--- config.mk ---
export PLATFORM = sky130hd
export DESIGN_NAME = min_gap_slot_reservation_table_flat
export DESIGN_NICKNAME = d
export VERILOG_FILES = /design/src/design/mgsrt_pkg.sv /design/src/design/mgsrt_if.sv /design/src/design/min_gap_slot_reservation_table.sv /design/src/design/mgsrt_dp.sv /design/src/design/mgsrt_ctrl.sv /design/src/flat_wrapper.sv
export SDC_FILE = /design/constraint.sdc
export NUM_CORES = 2
export LEC_CHECK = 0
export BUFFER_PORTS_ARGS = -buffer_cell sky130_fd_sc_hd__buf_4
export CAP_MARGIN = 20
export CELL_PAD_IN_SITES_DETAIL_PLACEMENT = 0
export CELL_PAD_IN_SITES_GLOBAL_PLACEMENT = 2
export CORE_MARGIN = 2
export CORE_UTILIZATION = 48
export DETAILED_ROUTE_END_ITERATION = 12
export HOLD_SLACK_MARGIN = 0.03
export PLACE_DENSITY_LB_ADDON = 0.05
export SYNTH_ARGS = -nofsm -noshare
export SYNTH_HDL_FRONTEND = slang
export SYNTH_SLANG_ARGS = --single-unit
export TNS_END_PERCENT = 5
--- constraint.sdc ---
create_clock -name clk -period 12.7 [get_ports clk]
set_input_delay 2.54 -clock clk [delete_from_list [all_inputs] [get_ports clk]]
set_output_delay 2.54 -clock clk [all_outputs]
set_load 0.02 [all_outputs]
--- src/design/mgsrt_pkg.sv ---
package mgsrt_pkg;

  localparam int TABLE_DEPTH = 32;

  localparam int ACT_W  = 2;
  localparam int TIME_W = 16;
  localparam int ID_W   = 16;
  localparam int STAT_W = 3;

  localparam logic [TIME_W-1:0] SEP_RESET = 16'd3;

  localparam logic [ACT_W-1:0] ACT_REQUEST  = 2'd0;
  localparam logic [ACT_W-1:0] ACT_WITHDRAW = 2'd1;
  localparam logic [ACT_W-1:0] ACT_LIST     = 2'd2;

  localparam logic [STAT_W-1:0] ST_ADMITTED  = 3'd0;
  localparam logic [STAT_W-1:0] ST_REJECTED  = 3'd1;
  localparam logic [STAT_W-1:0] ST_FULL      = 3'd2;
  localparam logic [STAT_W-1:0] ST_WITHDRAWN = 3'd3;
  localparam logic [STAT_W-1:0] ST_NOTFOUND  = 3'd4;
  localparam logic [STAT_W-1:0] ST_ENTRY     = 3'd5;
  localparam logic [STAT_W-1:0] ST_EMPTY     = 3'd6;

  // write data source for the table
  localparam logic [1:0] WSRC_NEW   = 2'd0;
  localparam logic [1:0] WSRC_CARRY = 2'd1;
  localparam logic [1:0] WSRC_MEMQ  = 2'd2;

  typedef struct packed {
    logic              take_item;
    logic              rd_next;
    logic              wr_en;
    logic              wr_prev;
    logic [1:0]        wr_src;
    logic              carry_load;
    logic              prev_load;
    logic              cnt_inc;
    logic              cnt_dec;
    logic              res_load;
    logic [STAT_W-1:0] res_code;
    logic              out_load;
    logic              out_entry;
  } cmd_t;

  typedef struct packed {
    logic full;
    logic empty;
    logic at_end;
    logic is_last;
    logic le_t;
    logic eq_t;
    logic gap_prev_fail;
    logic gap_next_fail;
    logic out_free;
  } stat_t;

endpackage

--- src/design/mgsrt_if.sv ---
interface mgsrt_in_if;
  logic                          valid;
  logic                          ready;
  logic [mgsrt_pkg::ACT_W-1:0]   action;
  logic [mgsrt_pkg::TIME_W-1:0]  slot_time;
  logic [mgsrt_pkg::ID_W-1:0]    slot_id;

  modport source (output valid, action, slot_time, slot_id, input ready);
  modport sink   (input valid, action, slot_time, slot_id, output ready);
endinterface

interface mgsrt_out_if;
  logic                          valid;
  logic                          ready;
  logic [mgsrt_pkg::STAT_W-1:0]  status;
  logic [mgsrt_pkg::TIME_W-1:0]  out_time;
  logic [mgsrt_pkg::ID_W-1:0]    out_id;
  logic                          last;

  modport source (output valid, status, out_time, out_id, last, input ready);
  modport sink   (input valid, status, out_time, out_id, last, output ready);
endinterface

--- src/design/min_gap_slot_reservation_table.sv ---
// Channel   Dir  Payload                                  Transfer
// in_ch     in   action, slot_time, slot_id               valid & ready
// out_ch    out  status, out_time, out_id, last           valid & ready
// cfg_*     in   cfg_wr_data -> min_separation            cfg_wr_en
//
// Sequence: request and withdraw scan, then shift where needed, then respond;
//   a request on a full table goes straight to the response; a list reads
//   its entries in order. The single table read port serialises these steps.
// Reset: rst_n synchronous, active low; no clearing pass, only entries below
//   the count are ever read.
// Stalls: out_ch.ready low holds the output register; a list pauses on the
//   current entry, other items wait in the response state.
module min_gap_slot_reservation_table #(
  parameter int TABLE_DEPTH = mgsrt_pkg::TABLE_DEPTH
) (
  input  logic                           clk,
  input  logic                           rst_n,
  mgsrt_in_if.sink                       in_ch,
  mgsrt_out_if.source                    out_ch,
  input  logic                           cfg_wr_en,
  input  logic [mgsrt_pkg::TIME_W-1:0]   cfg_wr_data
);

  localparam int CW = $clog2(TABLE_DEPTH + 1);

  mgsrt_pkg::cmd_t  cmd;
  mgsrt_pkg::stat_t stat;
  logic [CW-1:0]    idx;

  // sequencer: one item at a time, walks the table index
  mgsrt_ctrl #(
    .TABLE_DEPTH (TABLE_DEPTH)
  ) u_ctrl (
    .clk       (clk),
    .rst_n     (rst_n),
    .in_valid  (in_ch.valid),
    .in_action (in_ch.action),
    .in_ready  (in_ch.ready),
    .stat      (stat),
    .idx       (idx),
    .cmd       (cmd)
  );

  // table memory, gap compare, count and output register
  mgsrt_dp #(
    .TABLE_DEPTH (TABLE_DEPTH)
  ) u_dp (
    .clk          (clk),
    .rst_n        (rst_n),
    .cfg_wr_en    (cfg_wr_en),
    .cfg_wr_data  (cfg_wr_data),
    .in_slot_time (in_ch.slot_time),
    .in_slot_id   (in_ch.slot_id),
    .idx          (idx),
    .cmd          (cmd),
    .stat         (stat),
    .out_ready    (out_ch.ready),
    .out_valid    (out_ch.valid),
    .out_status   (out_ch.status),
    .out_time     (out_ch.out_time),
    .out_id       (out_ch.out_id),
    .out_last     (out_ch.last)
  );

endmodule

--- src/design/mgsrt_dp.sv ---
module mgsrt_dp #(
  parameter int TABLE_DEPTH = mgsrt_pkg::TABLE_DEPTH
) (
  input  logic                                   clk,
  input  logic                                   rst_n,
  input  logic                                   cfg_wr_en,
  input  logic [mgsrt_pkg::TIME_W-1:0]           cfg_wr_data,
  input  logic [mgsrt_pkg::TIME_W-1:0]           in_slot_time,
  input  logic [mgsrt_pkg::ID_W-1:0]             in_slot_id,
  input  logic [$clog2(TABLE_DEPTH+1)-1:0]       idx,
  input  mgsrt_pkg::cmd_t                        cmd,
  output mgsrt_pkg::stat_t                       stat,
  input  logic                                   out_ready,
  output logic                                   out_valid,
  output logic [mgsrt_pkg::STAT_W-1:0]           out_status,
  output logic [mgsrt_pkg::TIME_W-1:0]           out_time,
  output logic [mgsrt_pkg::ID_W-1:0]             out_id,
  output logic                                   out_last
);

  localparam int CW = $clog2(TABLE_DEPTH + 1);
  localparam int IW = $clog2(TABLE_DEPTH);

  logic [mgsrt_pkg::TIME_W-1:0] time_mem [TABLE_DEPTH];
  logic [mgsrt_pkg::ID_W-1:0]   id_mem   [TABLE_DEPTH];

  logic [mgsrt_pkg::TIME_W-1:0] sep_r, t_r, prev_r, carry_t_r, memq_t_r;
  logic [mgsrt_pkg::ID_W-1:0]   id_r, carry_id_r, memq_id_r;
  logic [CW-1:0]                cnt_r, cnt_nxt;
  logic [mgsrt_pkg::STAT_W-1:0] res_r;
  logic                         ov_r;
  logic [mgsrt_pkg::STAT_W-1:0] ostat_r;
  logic [mgsrt_pkg::TIME_W-1:0] otime_r;
  logic [mgsrt_pkg::ID_W-1:0]   oid_r;
  logic                         olast_r;

  logic [CW-1:0]                rd_sum, wr_sum;
  logic [IW-1:0]                rd_addr, wr_addr;
  logic [mgsrt_pkg::TIME_W-1:0] wr_t;
  logic [mgsrt_pkg::ID_W-1:0]   wr_id;
  logic [CW:0]                  idx_p1;

  assign rd_sum  = cmd.rd_next ? idx + CW'(1) : idx;
  assign wr_sum  = cmd.wr_prev ? idx - CW'(1) : idx;
  assign rd_addr = rd_sum[IW-1:0];
  assign wr_addr = wr_sum[IW-1:0];
  assign idx_p1  = {1'b0, idx} + (CW+1)'(1);

  always_comb begin
    unique case (cmd.wr_src)
      mgsrt_pkg::WSRC_NEW: begin
        wr_t  = t_r;
        wr_id = id_r;
      end
      mgsrt_pkg::WSRC_CARRY: begin
        wr_t  = carry_t_r;
        wr_id = carry_id_r;
      end
      mgsrt_pkg::WSRC_MEMQ: begin
        wr_t  = memq_t_r;
        wr_id = memq_id_r;
      end
      default: begin
        wr_t  = t_r;
        wr_id = id_r;
      end
    endcase
  end

  // table: one write and one registered read per cycle
  always_ff @(posedge clk) begin
    if (cmd.wr_en) begin
      time_mem[wr_addr] <= wr_t;
      id_mem[wr_addr]   <= wr_id;
    end
    memq_t_r  <= time_mem[rd_addr];
    memq_id_r <= id_mem[rd_addr];
  end

  always_comb begin
    cnt_nxt = cnt_r;
    if (cmd.cnt_inc) begin
      cnt_nxt = cnt_r + CW'(1);
    end else if (cmd.cnt_dec) begin
      cnt_nxt = cnt_r - CW'(1);
    end
  end

  always_ff @(posedge clk) begin
    if (!rst_n) begin
      sep_r <= mgsrt_pkg::SEP_RESET;
      cnt_r <= '0;
      ov_r  <= 1'b0;
    end else begin
      if (cfg_wr_en) begin
        sep_r <= cfg_wr_data;
      end
      cnt_r <= cnt_nxt;
      if (cmd.out_load) begin
        ov_r <= 1'b1;
      end else if (out_ready) begin
        ov_r <= 1'b0;
      end
    end
  end

  always_ff @(posedge clk) begin
    if (cmd.take_item) begin
      t_r    <= in_slot_time;
      id_r   <= in_slot_id;
      prev_r <= '0;
    end else if (cmd.prev_load) begin
      prev_r <= memq_t_r;
    end
    if (cmd.carry_load) begin
      carry_t_r  <= memq_t_r;
      carry_id_r <= memq_id_r;
    end
    if (cmd.res_load) begin
      res_r <= cmd.res_code;
    end
    if (cmd.out_load) begin
      if (cmd.out_entry) begin
        ostat_r <= mgsrt_pkg::ST_ENTRY;
        otime_r <= memq_t_r;
        oid_r   <= memq_id_r;
        olast_r <= (idx_p1 == {1'b0, cnt_r});
      end else begin
        ostat_r <= res_r;
        otime_r <= t_r;
        oid_r   <= '0;
        olast_r <= 1'b1;
      end
    end
  end

  // prev never exceeds t and a next entry is above t, so neither gap wraps
  assign stat.full          = (cnt_r == CW'(TABLE_DEPTH));
  assign stat.empty         = (cnt_r == '0);
  assign stat.at_end        = (idx == cnt_r);
  assign stat.is_last       = (idx_p1 == {1'b0, cnt_r});
  assign stat.le_t          = (memq_t_r <= t_r);
  assign stat.eq_t          = (memq_t_r == t_r);
  assign stat.gap_prev_fail = ((t_r - prev_r) < sep_r);
  assign stat.gap_next_fail = ((memq_t_r - t_r) < sep_r);
  assign stat.out_free      = !ov_r || out_ready;

  assign out_valid  = ov_r;
  assign out_status = ostat_r;
  assign out_time   = otime_r;
  assign out_id     = oid_r;
  assign out_last   = olast_r;

endmodule

--- src/design/mgsrt_ctrl.sv ---
module mgsrt_ctrl #(
  parameter int TABLE_DEPTH = mgsrt_pkg::TABLE_DEPTH
) (
  input  logic                               clk,
  input  logic                               rst_n,
  input  logic                               in_valid,
  input  logic [mgsrt_pkg::ACT_W-1:0]        in_action,
  output logic                               in_ready,
  input  mgsrt_pkg::stat_t                   stat,
  output logic [$clog2(TABLE_DEPTH+1)-1:0]   idx,
  output mgsrt_pkg::cmd_t                    cmd
);

  localparam int CW = $clog2(TABLE_DEPTH + 1);

  localparam logic [2:0] S_IDLE      = 3'd0;
  localparam logic [2:0] S_REQ_SCAN  = 3'd1;
  localparam logic [2:0] S_REQ_SHIFT = 3'd2;
  localparam logic [2:0] S_WD_SCAN   = 3'd3;
  localparam logic [2:0] S_WD_SHIFT  = 3'd4;
  localparam logic [2:0] S_LIST      = 3'd5;
  localparam logic [2:0] S_RESP      = 3'd6;

  logic [2:0]    state_r, state_nxt;
  logic [CW-1:0] idx_r, idx_nxt;

  assign idx      = idx_r;
  assign in_ready = (state_r == S_IDLE);

  always_comb begin
    cmd       = '0;
    state_nxt = state_r;
    idx_nxt   = idx_r;
    unique case (state_r)
      S_IDLE: begin
        if (in_valid) begin
          cmd.take_item = 1'b1;
          idx_nxt       = '0;
          unique case (in_action)
            mgsrt_pkg::ACT_REQUEST: begin
              if (stat.full) begin
                cmd.res_load = 1'b1;
                cmd.res_code = mgsrt_pkg::ST_FULL;
                state_nxt    = S_RESP;
              end else begin
                state_nxt = S_REQ_SCAN;
              end
            end
            mgsrt_pkg::ACT_WITHDRAW: state_nxt = S_WD_SCAN;
            mgsrt_pkg::ACT_LIST:     state_nxt = S_LIST;
            default:                 state_nxt = S_IDLE;
          endcase
        end
      end
      S_REQ_SCAN: begin
        cmd.res_load = 1'b1;
        if (stat.at_end) begin
          // no later slot: only the gap to the previous one matters
          if (stat.gap_prev_fail) begin
            cmd.res_code = mgsrt_pkg::ST_REJECTED;
          end else begin
            cmd.res_code = mgsrt_pkg::ST_ADMITTED;
            cmd.wr_en    = 1'b1;
            cmd.wr_src   = mgsrt_pkg::WSRC_NEW;
            cmd.cnt_inc  = 1'b1;
          end
          state_nxt = S_RESP;
        end else if (stat.le_t) begin
          cmd.res_load  = 1'b0;
          cmd.prev_load = 1'b1;
          cmd.rd_next   = 1'b1;
          idx_nxt       = idx_r + CW'(1);
        end else if (stat.gap_prev_fail || stat.gap_next_fail) begin
          cmd.res_code = mgsrt_pkg::ST_REJECTED;
          state_nxt    = S_RESP;
        end else begin
          // insert here, displaced entry rides up in the carry register
          cmd.res_load   = 1'b0;
          cmd.wr_en      = 1'b1;
          cmd.wr_src     = mgsrt_pkg::WSRC_NEW;
          cmd.carry_load = 1'b1;
          cmd.rd_next    = 1'b1;
          idx_nxt        = idx_r + CW'(1);
          state_nxt      = S_REQ_SHIFT;
        end
      end
      S_REQ_SHIFT: begin
        cmd.wr_en  = 1'b1;
        cmd.wr_src = mgsrt_pkg::WSRC_CARRY;
        if (stat.at_end) begin
          cmd.cnt_inc  = 1'b1;
          cmd.res_load = 1'b1;
          cmd.res_code = mgsrt_pkg::ST_ADMITTED;
          state_nxt    = S_RESP;
        end else begin
          cmd.carry_load = 1'b1;
          cmd.rd_next    = 1'b1;
          idx_nxt        = idx_r + CW'(1);
        end
      end
      S_WD_SCAN: begin
        if (stat.at_end) begin
          cmd.res_load = 1'b1;
          cmd.res_code = mgsrt_pkg::ST_NOTFOUND;
          state_nxt    = S_RESP;
        end else begin
          cmd.rd_next = 1'b1;
          idx_nxt     = idx_r + CW'(1);
          if (stat.eq_t) begin
            state_nxt = S_WD_SHIFT;
          end
        end
      end
      S_WD_SHIFT: begin
        if (stat.at_end) begin
          cmd.cnt_dec  = 1'b1;
          cmd.res_load = 1'b1;
          cmd.res_code = mgsrt_pkg::ST_WITHDRAWN;
          state_nxt    = S_RESP;
        end else begin
          cmd.wr_en   = 1'b1;
          cmd.wr_prev = 1'b1;
          cmd.wr_src  = mgsrt_pkg::WSRC_MEMQ;
          cmd.rd_next = 1'b1;
          idx_nxt     = idx_r + CW'(1);
        end
      end
      S_LIST: begin
        if (stat.empty) begin
          cmd.res_load = 1'b1;
          cmd.res_code = mgsrt_pkg::ST_EMPTY;
          state_nxt    = S_RESP;
        end else if (stat.out_free) begin
          cmd.out_load  = 1'b1;
          cmd.out_entry = 1'b1;
          if (stat.is_last) begin
            idx_nxt   = '0;
            state_nxt = S_IDLE;
          end else begin
            cmd.rd_next = 1'b1;
            idx_nxt     = idx_r + CW'(1);
          end
        end
      end
      S_RESP: begin
        if (stat.out_free) begin
          cmd.out_load = 1'b1;
          idx_nxt      = '0;
          state_nxt    = S_IDLE;
        end
      end
      default: begin
        idx_nxt   = '0;
        state_nxt = S_IDLE;
      end
    endcase
  end

  always_ff @(posedge clk) begin
    if (!rst_n) begin
      state_r <= S_IDLE;
      idx_r   <= '0;
    end else begin
      state_r <= state_nxt;
      idx_r   <= idx_nxt;
    end
  end

endmodule

--- src/flat_wrapper.sv ---
// flat-port wrapper written by rule: the top's interface ports become plain ports
module min_gap_slot_reservation_table_flat 
#(
  parameter int TABLE_DEPTH = mgsrt_pkg::TABLE_DEPTH
)
  (clk, rst_n, cfg_wr_en, cfg_wr_data, in_ch_valid, in_ch_action, in_ch_slot_time, in_ch_slot_id, in_ch_ready, out_ch_valid, out_ch_status, out_ch_out_time, out_ch_out_id, out_ch_last, out_ch_ready);
  mgsrt_in_if in_ch_i ();
  mgsrt_out_if out_ch_i ();
  input  logic clk;
  input  logic rst_n;
  input  logic cfg_wr_en;
  input  logic [mgsrt_pkg::TIME_W-1:0] cfg_wr_data;
  input wire logic [$bits(in_ch_i.valid)-1:0] in_ch_valid;
  input wire logic [$bits(in_ch_i.action)-1:0] in_ch_action;
  input wire logic [$bits(in_ch_i.slot_time)-1:0] in_ch_slot_time;
  input wire logic [$bits(in_ch_i.slot_id)-1:0] in_ch_slot_id;
  output wire logic [$bits(in_ch_i.ready)-1:0] in_ch_ready;
  output wire logic [$bits(out_ch_i.valid)-1:0] out_ch_valid;
  output wire logic [$bits(out_ch_i.status)-1:0] out_ch_status;
  output wire logic [$bits(out_ch_i.out_time)-1:0] out_ch_out_time;
  output wire logic [$bits(out_ch_i.out_id)-1:0] out_ch_out_id;
  output wire logic [$bits(out_ch_i.last)-1:0] out_ch_last;
  input wire logic [$bits(out_ch_i.ready)-1:0] out_ch_ready;
  assign in_ch_i.valid = in_ch_valid;
  assign in_ch_i.action = in_ch_action;
  assign in_ch_i.slot_time = in_ch_slot_time;
  assign in_ch_i.slot_id = in_ch_slot_id;
  assign in_ch_ready = in_ch_i.ready;
  assign out_ch_valid = out_ch_i.valid;
  assign out_ch_status = out_ch_i.status;
  assign out_ch_out_time = out_ch_i.out_time;
  assign out_ch_out_id = out_ch_i.out_id;
  assign out_ch_last = out_ch_i.last;
  assign out_ch_i.ready = out_ch_ready;
  min_gap_slot_reservation_table #(.TABLE_DEPTH(TABLE_DEPTH)) u_core (.clk(clk), .rst_n(rst_n), .in_ch(in_ch_i), .out_ch(out_ch_i), .cfg_wr_en(cfg_wr_en), .cfg_wr_data(cfg_wr_data));
endmodule
# Yosys cells after proc, flatten, opt, wreduce, memory -nomap -nowiden
# Memory sizes are Yosys's and may differ from the RTL's. A register that Yosys moved wholly into a read port is not among the register bits.
# Index checks and enable logic that the tools add are counted.
op_classes:
  n_div: 0
  n_eq_ne: 26
  n_reduce_logical: 13
  n_addsub: 7
  muxes: 82
  mul: 0
  bitwise: 0
  magnitude_cmp: 3
  n_shift: 0
op_table:
  columns: ["cell", "count"]
  rows:
  - ["2-to-1 mux 6 bit", 11]
  - ["case mux 16 bit (2 select lines)", 2]
  - ["2-to-1 mux 3 bit", 12]
  - ["< comparator 16 bit", 2]
  - ["2-to-1 mux 1 bit", 32]
  - ["subtractor 16 bit", 2]
  - ["case mux 6 bit (5 select lines)", 1]
  - ["2-to-1 mux 4 bit", 6]
  - ["case mux 4 bit (6 select lines)", 1]
  - ["2-to-1 mux 5 bit", 4]
  - ["case mux 3 bit (6 select lines)", 1]
  - ["== test 16 bit", 1]
  - ["less-or-equal comparator 16 bit", 1]
  - ["2-to-1 mux 16 bit", 1]
  - ["AND reduction 7 bit", 2]
  - ["adder 6 x 1 -> 6 bit, second input constant", 2]
  - ["== test 3 bit, second input constant", 3]
  - ["!= test 3 x 1 -> 1 bit, second input constant", 3]
  - ["case mux 3 bit (3 select lines)", 1]
  - ["2-to-1 mux 2 bit", 4]
  - ["!= test 2 bit, second input constant", 4]
  - ["adder 6 x 1 -> 7 bit, second input constant", 1]
  - ["== test 7 x 6 -> 1 bit", 1]
  - ["== test 3 x 2 -> 1 bit, second input constant", 2]
  - ["other kinds (21)", 31]
word_totals:
  mem_bits_ro: 0
  regBits: 151
  ramBits: 1024
  n_memories: 2
  latch_bits: 0
  wordCells: 148
mem_list:
  columns: ["memory", "depth", "word_bits", "read_ports", "rd_ports_with_merged_regs", "write_ports", "line", "rtl"]
  rows:
  - ["u_core.u_dp.id_mem", 32, 16, 1, 1, 1, "mgsrt_dp.sv:25", "logic [mgsrt_pkg::ID_W-1:0] id_mem [TABLE_DEPTH];"]
  - ["u_core.u_dp.time_mem", 32, 16, 1, 1, 1, "mgsrt_dp.sv:24", "logic [mgsrt_pkg::TIME_W-1:0] time_mem [TABLE_DEPTH];"]

# Longest topological paths before layout
logic_depth:
  depth_word: 9
  mapped_depth: 30

# Modules after synthesis
# Synthesis repeated with hierarchy kept, for this count alone.
hier_totals:
  hier_cells: 4259
  hier_area_um2: 60085.1
by_module_without_submodules:
  columns: ["mod", "area_per_inst_um2", "cells_each", "seq_area_each_um2", "instances"]
  rows:
  - ["mgsrt_dp", 59067.9, 4128, 35263.8, 1]
  - ["mgsrt_ctrl", 1017.2, 131, 180.2, 1]

# Worst setup path before layout
# OpenSTA, ideal clock, no wires.
synth_path:
  kind: "register to register"
  startpoint: "register u_core.u_dp.t_r[0] (netlist bit)"
  endpoint: "memory u_core.u_dp.id_mem[18][0] (netlist bit), enable pin"
  path_slack_ps: 5526
  path_buffers: 1
  setup_ps: 461
  required_time_ps: 12239
  stages_incl_launch_ff: 25
  arrival_time_ps: 6713
  cell_sequence: "edfxtp_1 inv_1 ha_1 fa_1 nor2b_1 o21ai_0 a21boi_0 o21ai_0 a21boi_0 o21ai_0 a21boi_0 o21ai_0 a21oi_1 mux2i_1 or4_1 ha_1 nand4_1 o21ai_1 nand2_1 nor2_1 o41a_1 nor2b_1 a31oi_1 clkbuf_1 nor3_1"
synth_between:
  elab_chain_cells: 9
  word_cells_on_any_way: 13
  cone_classes: "add/sub: 2; order compare: 3; mux: 7; reduce/logical: 1"
synth_rtl:
  columns: ["item", "line", "rtl"]
  rows:
  - ["start: declaration", "mgsrt_dp.sv:27", "logic [mgsrt_pkg::TIME_W-1:0] sep_r, t_r, prev_r, carry_t_r, memq_t_r;"]
  - ["start signal: assignment", "mgsrt_dp.sv:109", "t_r <= in_slot_time;"]
  - ["subtractor 16 bit, on equally long branches", "mgsrt_dp.sv:144, mgsrt_dp.sv:145", null]
  - ["< comparator 16 bit, on equally long branches", "mgsrt_dp.sv:144, mgsrt_dp.sv:145", null]
  - ["logical OR 1 bit", "mgsrt_ctrl.sv:73", "end else if (stat.gap_prev_fail || stat.gap_next_fail) begin"]
  - ["2-to-1 mux 2 bit", "mgsrt_ctrl.sv:73", null]
  - ["2-to-1 mux 1 bit", "mgsrt_ctrl.sv:68", "end else if (stat.le_t) begin"]
  - ["2-to-1 mux 1 bit (*)", "mgsrt_ctrl.sv:57", "if (stat.at_end) begin"]
  - ["case mux 1 bit (3 select lines) (*)", "mgsrt_ctrl.sv:34", "unique case (state_r)"]
  - ["2-to-1 mux 1 bit (*)", "mgsrt_dp.sv:72", "if (cmd.wr_en) begin"]
  - ["2-to-1 mux 1 bit (implied by the code) (*)", "mgsrt_dp.sv:74", "id_mem[wr_addr] <= wr_id;"]
  - ["end: declaration", "mgsrt_dp.sv:25", null]
# Mark *: on every way between the ends. The rest lies on a longest branch, timed or not.

# Final worst setup path
layout_path:
  startpoint: "register u_core.u_dp.t_r[0] (netlist bit)"
  endpoint: "register u_core.u_dp.memq_id_r[14] (netlist bit) (read register of u_core.u_dp.id_mem)"
layout_between:
  elab_chain_cells: 8
  word_cells_on_any_way: 11
  cone_classes: "add/sub: 2; order compare: 3; mux: 5; reduce/logical: 1"
layout_rtl:
  columns: ["item", "line", "rtl"]
  rows:
  - ["subtractor 16 bit, on equally long branches", "mgsrt_dp.sv:144, mgsrt_dp.sv:145", null]
  - ["< comparator 16 bit, on equally long branches", "mgsrt_dp.sv:144, mgsrt_dp.sv:145", null]
  - ["logical OR 1 bit", "mgsrt_ctrl.sv:73", null]
  - ["2-to-1 mux 2 bit", "mgsrt_ctrl.sv:73", null]
  - ["2-to-1 mux 1 bit (*)", "mgsrt_ctrl.sv:68", null]
  - ["2-to-1 mux 1 bit (*)", "mgsrt_ctrl.sv:57", null]
  - ["case mux 1 bit (4 select lines) (*)", "mgsrt_ctrl.sv:34", null]
  - ["2-to-1 mux 5 bit (*)", "mgsrt_dp.sv:43", "assign rd_sum = cmd.rd_next ? idx + CW'(1) : idx;"]
  - ["end: declaration", "mgsrt_dp.sv:28", "logic [mgsrt_pkg::ID_W-1:0] id_r, carry_id_r, memq_id_r;"]
# Marked as above.
# A chain may end at the register's enable or synchronous reset.

==> results.md <==
* Status: complete, no violations
* Num CTS Buffers at approximately 130
* Sum of negative setup slack at 0 ns
* Via count at 36.1k
* Inserted Diodes at 0
* Worst R2R Path Depth at 27
* CTS H-tree lvls at 4
* Nets at just over 4k
* RSZ-0062 raised after global routing: false
* P_sw at approximately 7000 uW
* Register bit total from synthesis at roughly 1.2k
* Post-route DRC at 0
* Initial antenna violation count at 2
* Async S/R FF share, synth at 0
* Final count of negative-setup-slack endpoints at 0
* CTS resizes at 0
* TritonCTS clock tree: built
* Static Leakage at around 0.019 uW
* Overall global routing resource usage at 0.297
* Largest net degree at the start of global routing at about 260
* Layout cells sized above 1 at 0.109
* Power per standard cell area at 289 nW/um^2
* Most numerous cell in the Yosys netlist: edfxtp_1
* Port Buffers at around 90
* Clock transition at path regs at roughly 0.06 ns
* Post-Synthesis Cells at about 4.0k
* 1st-pass router iterations at 7
* Dpl hpwl at approximately 81,000 microns
* Maximum vdd drop at approximately 0.82 mV
* Share of the synthesized area in the top cell type at 0.653
* Hold Path Cell Cnt at 0
* Logic pwr share at 0.428
* Root Driver: clkbuf_16
* Post-Route WL at approximately 170,000 microns
* Final Hold Viols at 0
* Clock Latency Late Sink at 0.75 ns
* Yosys warnings at 0
* Area leader, netlist: edfxtp_1
* Die area at 111,000 sq um
* Area Overhead vs Synth at 13.1%
* Hold_buf cts at 0
* Hold crit path type: reg2reg
* Worst Skew at roughly 0.030 ns
* Met3 Track Usage GR at 0.0491
* Worst slack, placed at slightly above 4 ns
* First DRT Iteration DRCs at 4,611
* RePlAce Congestion at approximately 0.86
* Setup repair bufs after CTS at 0
* Netlist Area Pre-Place at between 50,000 and 60,000 sq um
* Setup ws final at between 3 and 4 ns
* Vias in the first global route at about 35k
* Avg Cell Area, Syn at between 10 and 15 sq um
* Worst-margin pin slew at about 1.4 ns
* Max-slew headroom at 0.0460
* Core footprint at approximately 110,000 sq um
* Internal power at slightly below 10,000 uW
* Synthesized net count at 4,140
* Main synth FF type: edfxtp_1
* WL/cell at between 30 and 40 microns
* Crit start category: register
* I/O Pins at between 90 and 100
* Setup crit end kind: register
* Clock power frac at 0.227
* Final period util at 0.729
* Post-synth cell types at 72
* Die Y at roughly 330 microns
* Total Power at ~17,000 uW
* Arrival @ worst endpoint at around 9.9 ns
* Top cells by area, synth: edfxtp_1 (65%), nand3_1 (5.0%), o21ai_0 (3.6%)
* Max_cap viols at 0
* Max-slew violations at 0
* Gr busiest metal: met2
* Sw Share at 0.415
* Clock sinks at approximately 1.2k
* Register area share after synthesis at 0.684
* Post-DRT Antenna Nets at 0
* Initial core utilization at 0.484
* Maximum buffer depth of the clock tree at 3
* Die Span X at 333 microns
* Final min period at approximately 9.3 ns
* CP required at 13.35 ns
* GRT overflow at 0
* First-pass GRT wire length at about 240,000 microns
* Crit-path max FO at about 180
* Via/cell ratio at ~6.6
* Placement row count at 120
* EDFF count, synth at 1,127
* Grt met1 use at 0.415
* Max Fclk at roughly 110 MHz
* Sequential fraction of design power at 0.345
* Synth cell count leaders: edfxtp_1 (1,127), nand3_1 (519), o21ai_0 (369)
* Met2 GRT Util at 0.464
* CP Class: reg2reg
* Final Core Density at 0.547
==> state kept, by name (all words and copies together) (netlist names) <==
name / count
u_core.u_dp.id_r: 16
u_core.u_dp.cnt_r: 6
u_core.u_dp.out_id: 16
u_core.u_dp.out_time: 16
u_core.u_dp.memq_id_r: 16
u_core.u_dp.t_r: 16
u_core.u_dp.res_r: 3
u_core.u_dp.id_mem: 512
u_core.u_ctrl.idx: 6
u_core.u_dp.memq_t_r: 16
u_core.u_dp.prev_r: 16
u_core.u_dp.sep_r: 16
u_core.u_dp.out_valid: 1
u_core.u_dp.carry_id_r: 16
u_core.u_dp.out_status: 3
u_core.u_dp.time_mem: 512
u_core.u_dp.out_last: 1
u_core.u_dp.carry_t_r: 16
u_core.u_ctrl.state_r: 3
==> cell families after synthesis <==
kind of cell / Yosys count / share of synthesized area
simple gates: 1084 / 0.102
flops: 1207 / 0.684
mux: 99 / 0.0191
buf+inv: 410 / 0.0318
fa+ha+maj: 72 / 0.0178
compound gates: 1097 / 0.138
xor+xnor: 44 / 0.00744
==> per-stage QoR <==
step                      instance area, sq um  std cells  hold WS [ns]
final                                    58600       5503         0.449
after global placement                   54000       5249         0.444
after detailed placement                 54000       5253         0.433
after CTS                                58400       5492         0.449
after floorplan                          51800       4013         0.422
after global routing                     58600       5503         0.453
==> worst max-delay path: stages, from the launching register on <==
cell and delay, ns:
edfxtp_1 0.38, inv_1 0.07, ha_1 0.22, fa_1 0.41
nor2b_1 0.11, o21ai_0 0.11, a21boi_0 0.28, o21ai_0 0.17
a21boi_0 0.26, o21ai_0 0.15, a21boi_0 0.30, o21ai_0 0.15
a21oi_1 0.27, mux2i_1 0.11, or4_1 0.54, ha_1 0.33
nand4_1 0.09, o21ai_1 0.48, and4_1 0.50, o31ai_4 0.12
buf_12 0.28, nand2_4 0.89, buf_4 0.71, buf_4 0.75
mux2i_1 0.17, a221oi_1 0.33, a311oi_1 0.10, nor4bb_1 0.32
==> power by group through the flow <==
stage | Clock (uW) | Sequential (uW) | Combinational [uW]
final | 3840 | 5840 | 7230
after global placement | 0 | 5910 | 6870
after floorplan | 0 | 5800 | 4740
after global routing | 4050 | 5870 | 7880
after CTS | 3900 | 5840 | 7080
after detailed placement | 0 | 5920 | 7060
==> routing by layer <==
layer / share of wire / vias to the layer above
met2: 0.46 / 1726
met4: 0.040 / 0
li1: - / 15700
met5: 0 / -
met3: 0.081 / 314
met1: 0.42 / 18300
==> layout make-up <==
cell class                      instances  area [sq um]
Clock buffer                          185          3750
Clock inverter                         54           596
Fill cell                            8759         48500
Inverter                               76           285
Multi-Input combinational cell       2396         15100
Sequential cell                      1207         35400
Tap cell                             1403          1760
Timing Repair Buffer                  182          1650
==> cells in the final DEF, fill, tap and decap left out, types with 5 or more instances in the layout <==
cell type / netlist / final
edfxtp_1: 1127 / 1127
nand3_1: 519 / 519
o21ai_0: 369 / 369
nand2_1: 272 / 269
a21oi_1: 232 / 231
o221ai_1: 197 / 197
buf_4: 3 / 161
clkbuf_16: 0 / 137
mux2i_1: 99 / 97
dfxtp_1: 80 / 79
inv_1: 75 / 75
ha_1: 69 / 69
nor2_1: 74 / 68
a311oi_1: 64 / 64
o22ai_1: 64 / 64
a221oi_1: 63 / 63
nor3_1: 80 / 47
clkbuf_1: 222 / 34
nor2b_1: 33 / 33
or4_1: 33 / 33
nor3_2: 1 / 33
xnor2_1: 33 / 32
a22oi_1: 32 / 32
and2_1: 22 / 21
clkinv_1: 1 / 17
clkinv_2: 0 / 16
clkbuf_8: 0 / 14
a21boi_0: 13 / 13
nand4_1: 12 / 12
xor2_1: 11 / 10
bufinv_16: 0 / 10
buf_12: 0 / 10
a31oi_1: 13 / 9
buf_16: 0 / 7
nor2_4: 0 / 6
and4_1: 6 / 6
o31ai_4: 4 / 5
nand2b_1: 5 / 5
and3_1: 5 / 5
o21a_1: 5 / 5
==> final timing paths <==
path / endpoint / from / slack (ns)
worst max-delay path: u_core.u_dp.memq_id_r[14] / u_core.u_dp.t_r[0] / 3.44
worst min-delay path: u_core.u_dp.carry_id_r[10] / u_core.u_dp.memq_id_r[10] / 0.45
worst max register to register: u_core.u_dp.memq_id_r[14] / u_core.u_dp.t_r[0] / 3.44
worst min register to register: u_core.u_dp.carry_id_r[10] / u_core.u_dp.memq_id_r[10] / 0.45
Note: power is estimated with default switching activity, not from simulation.
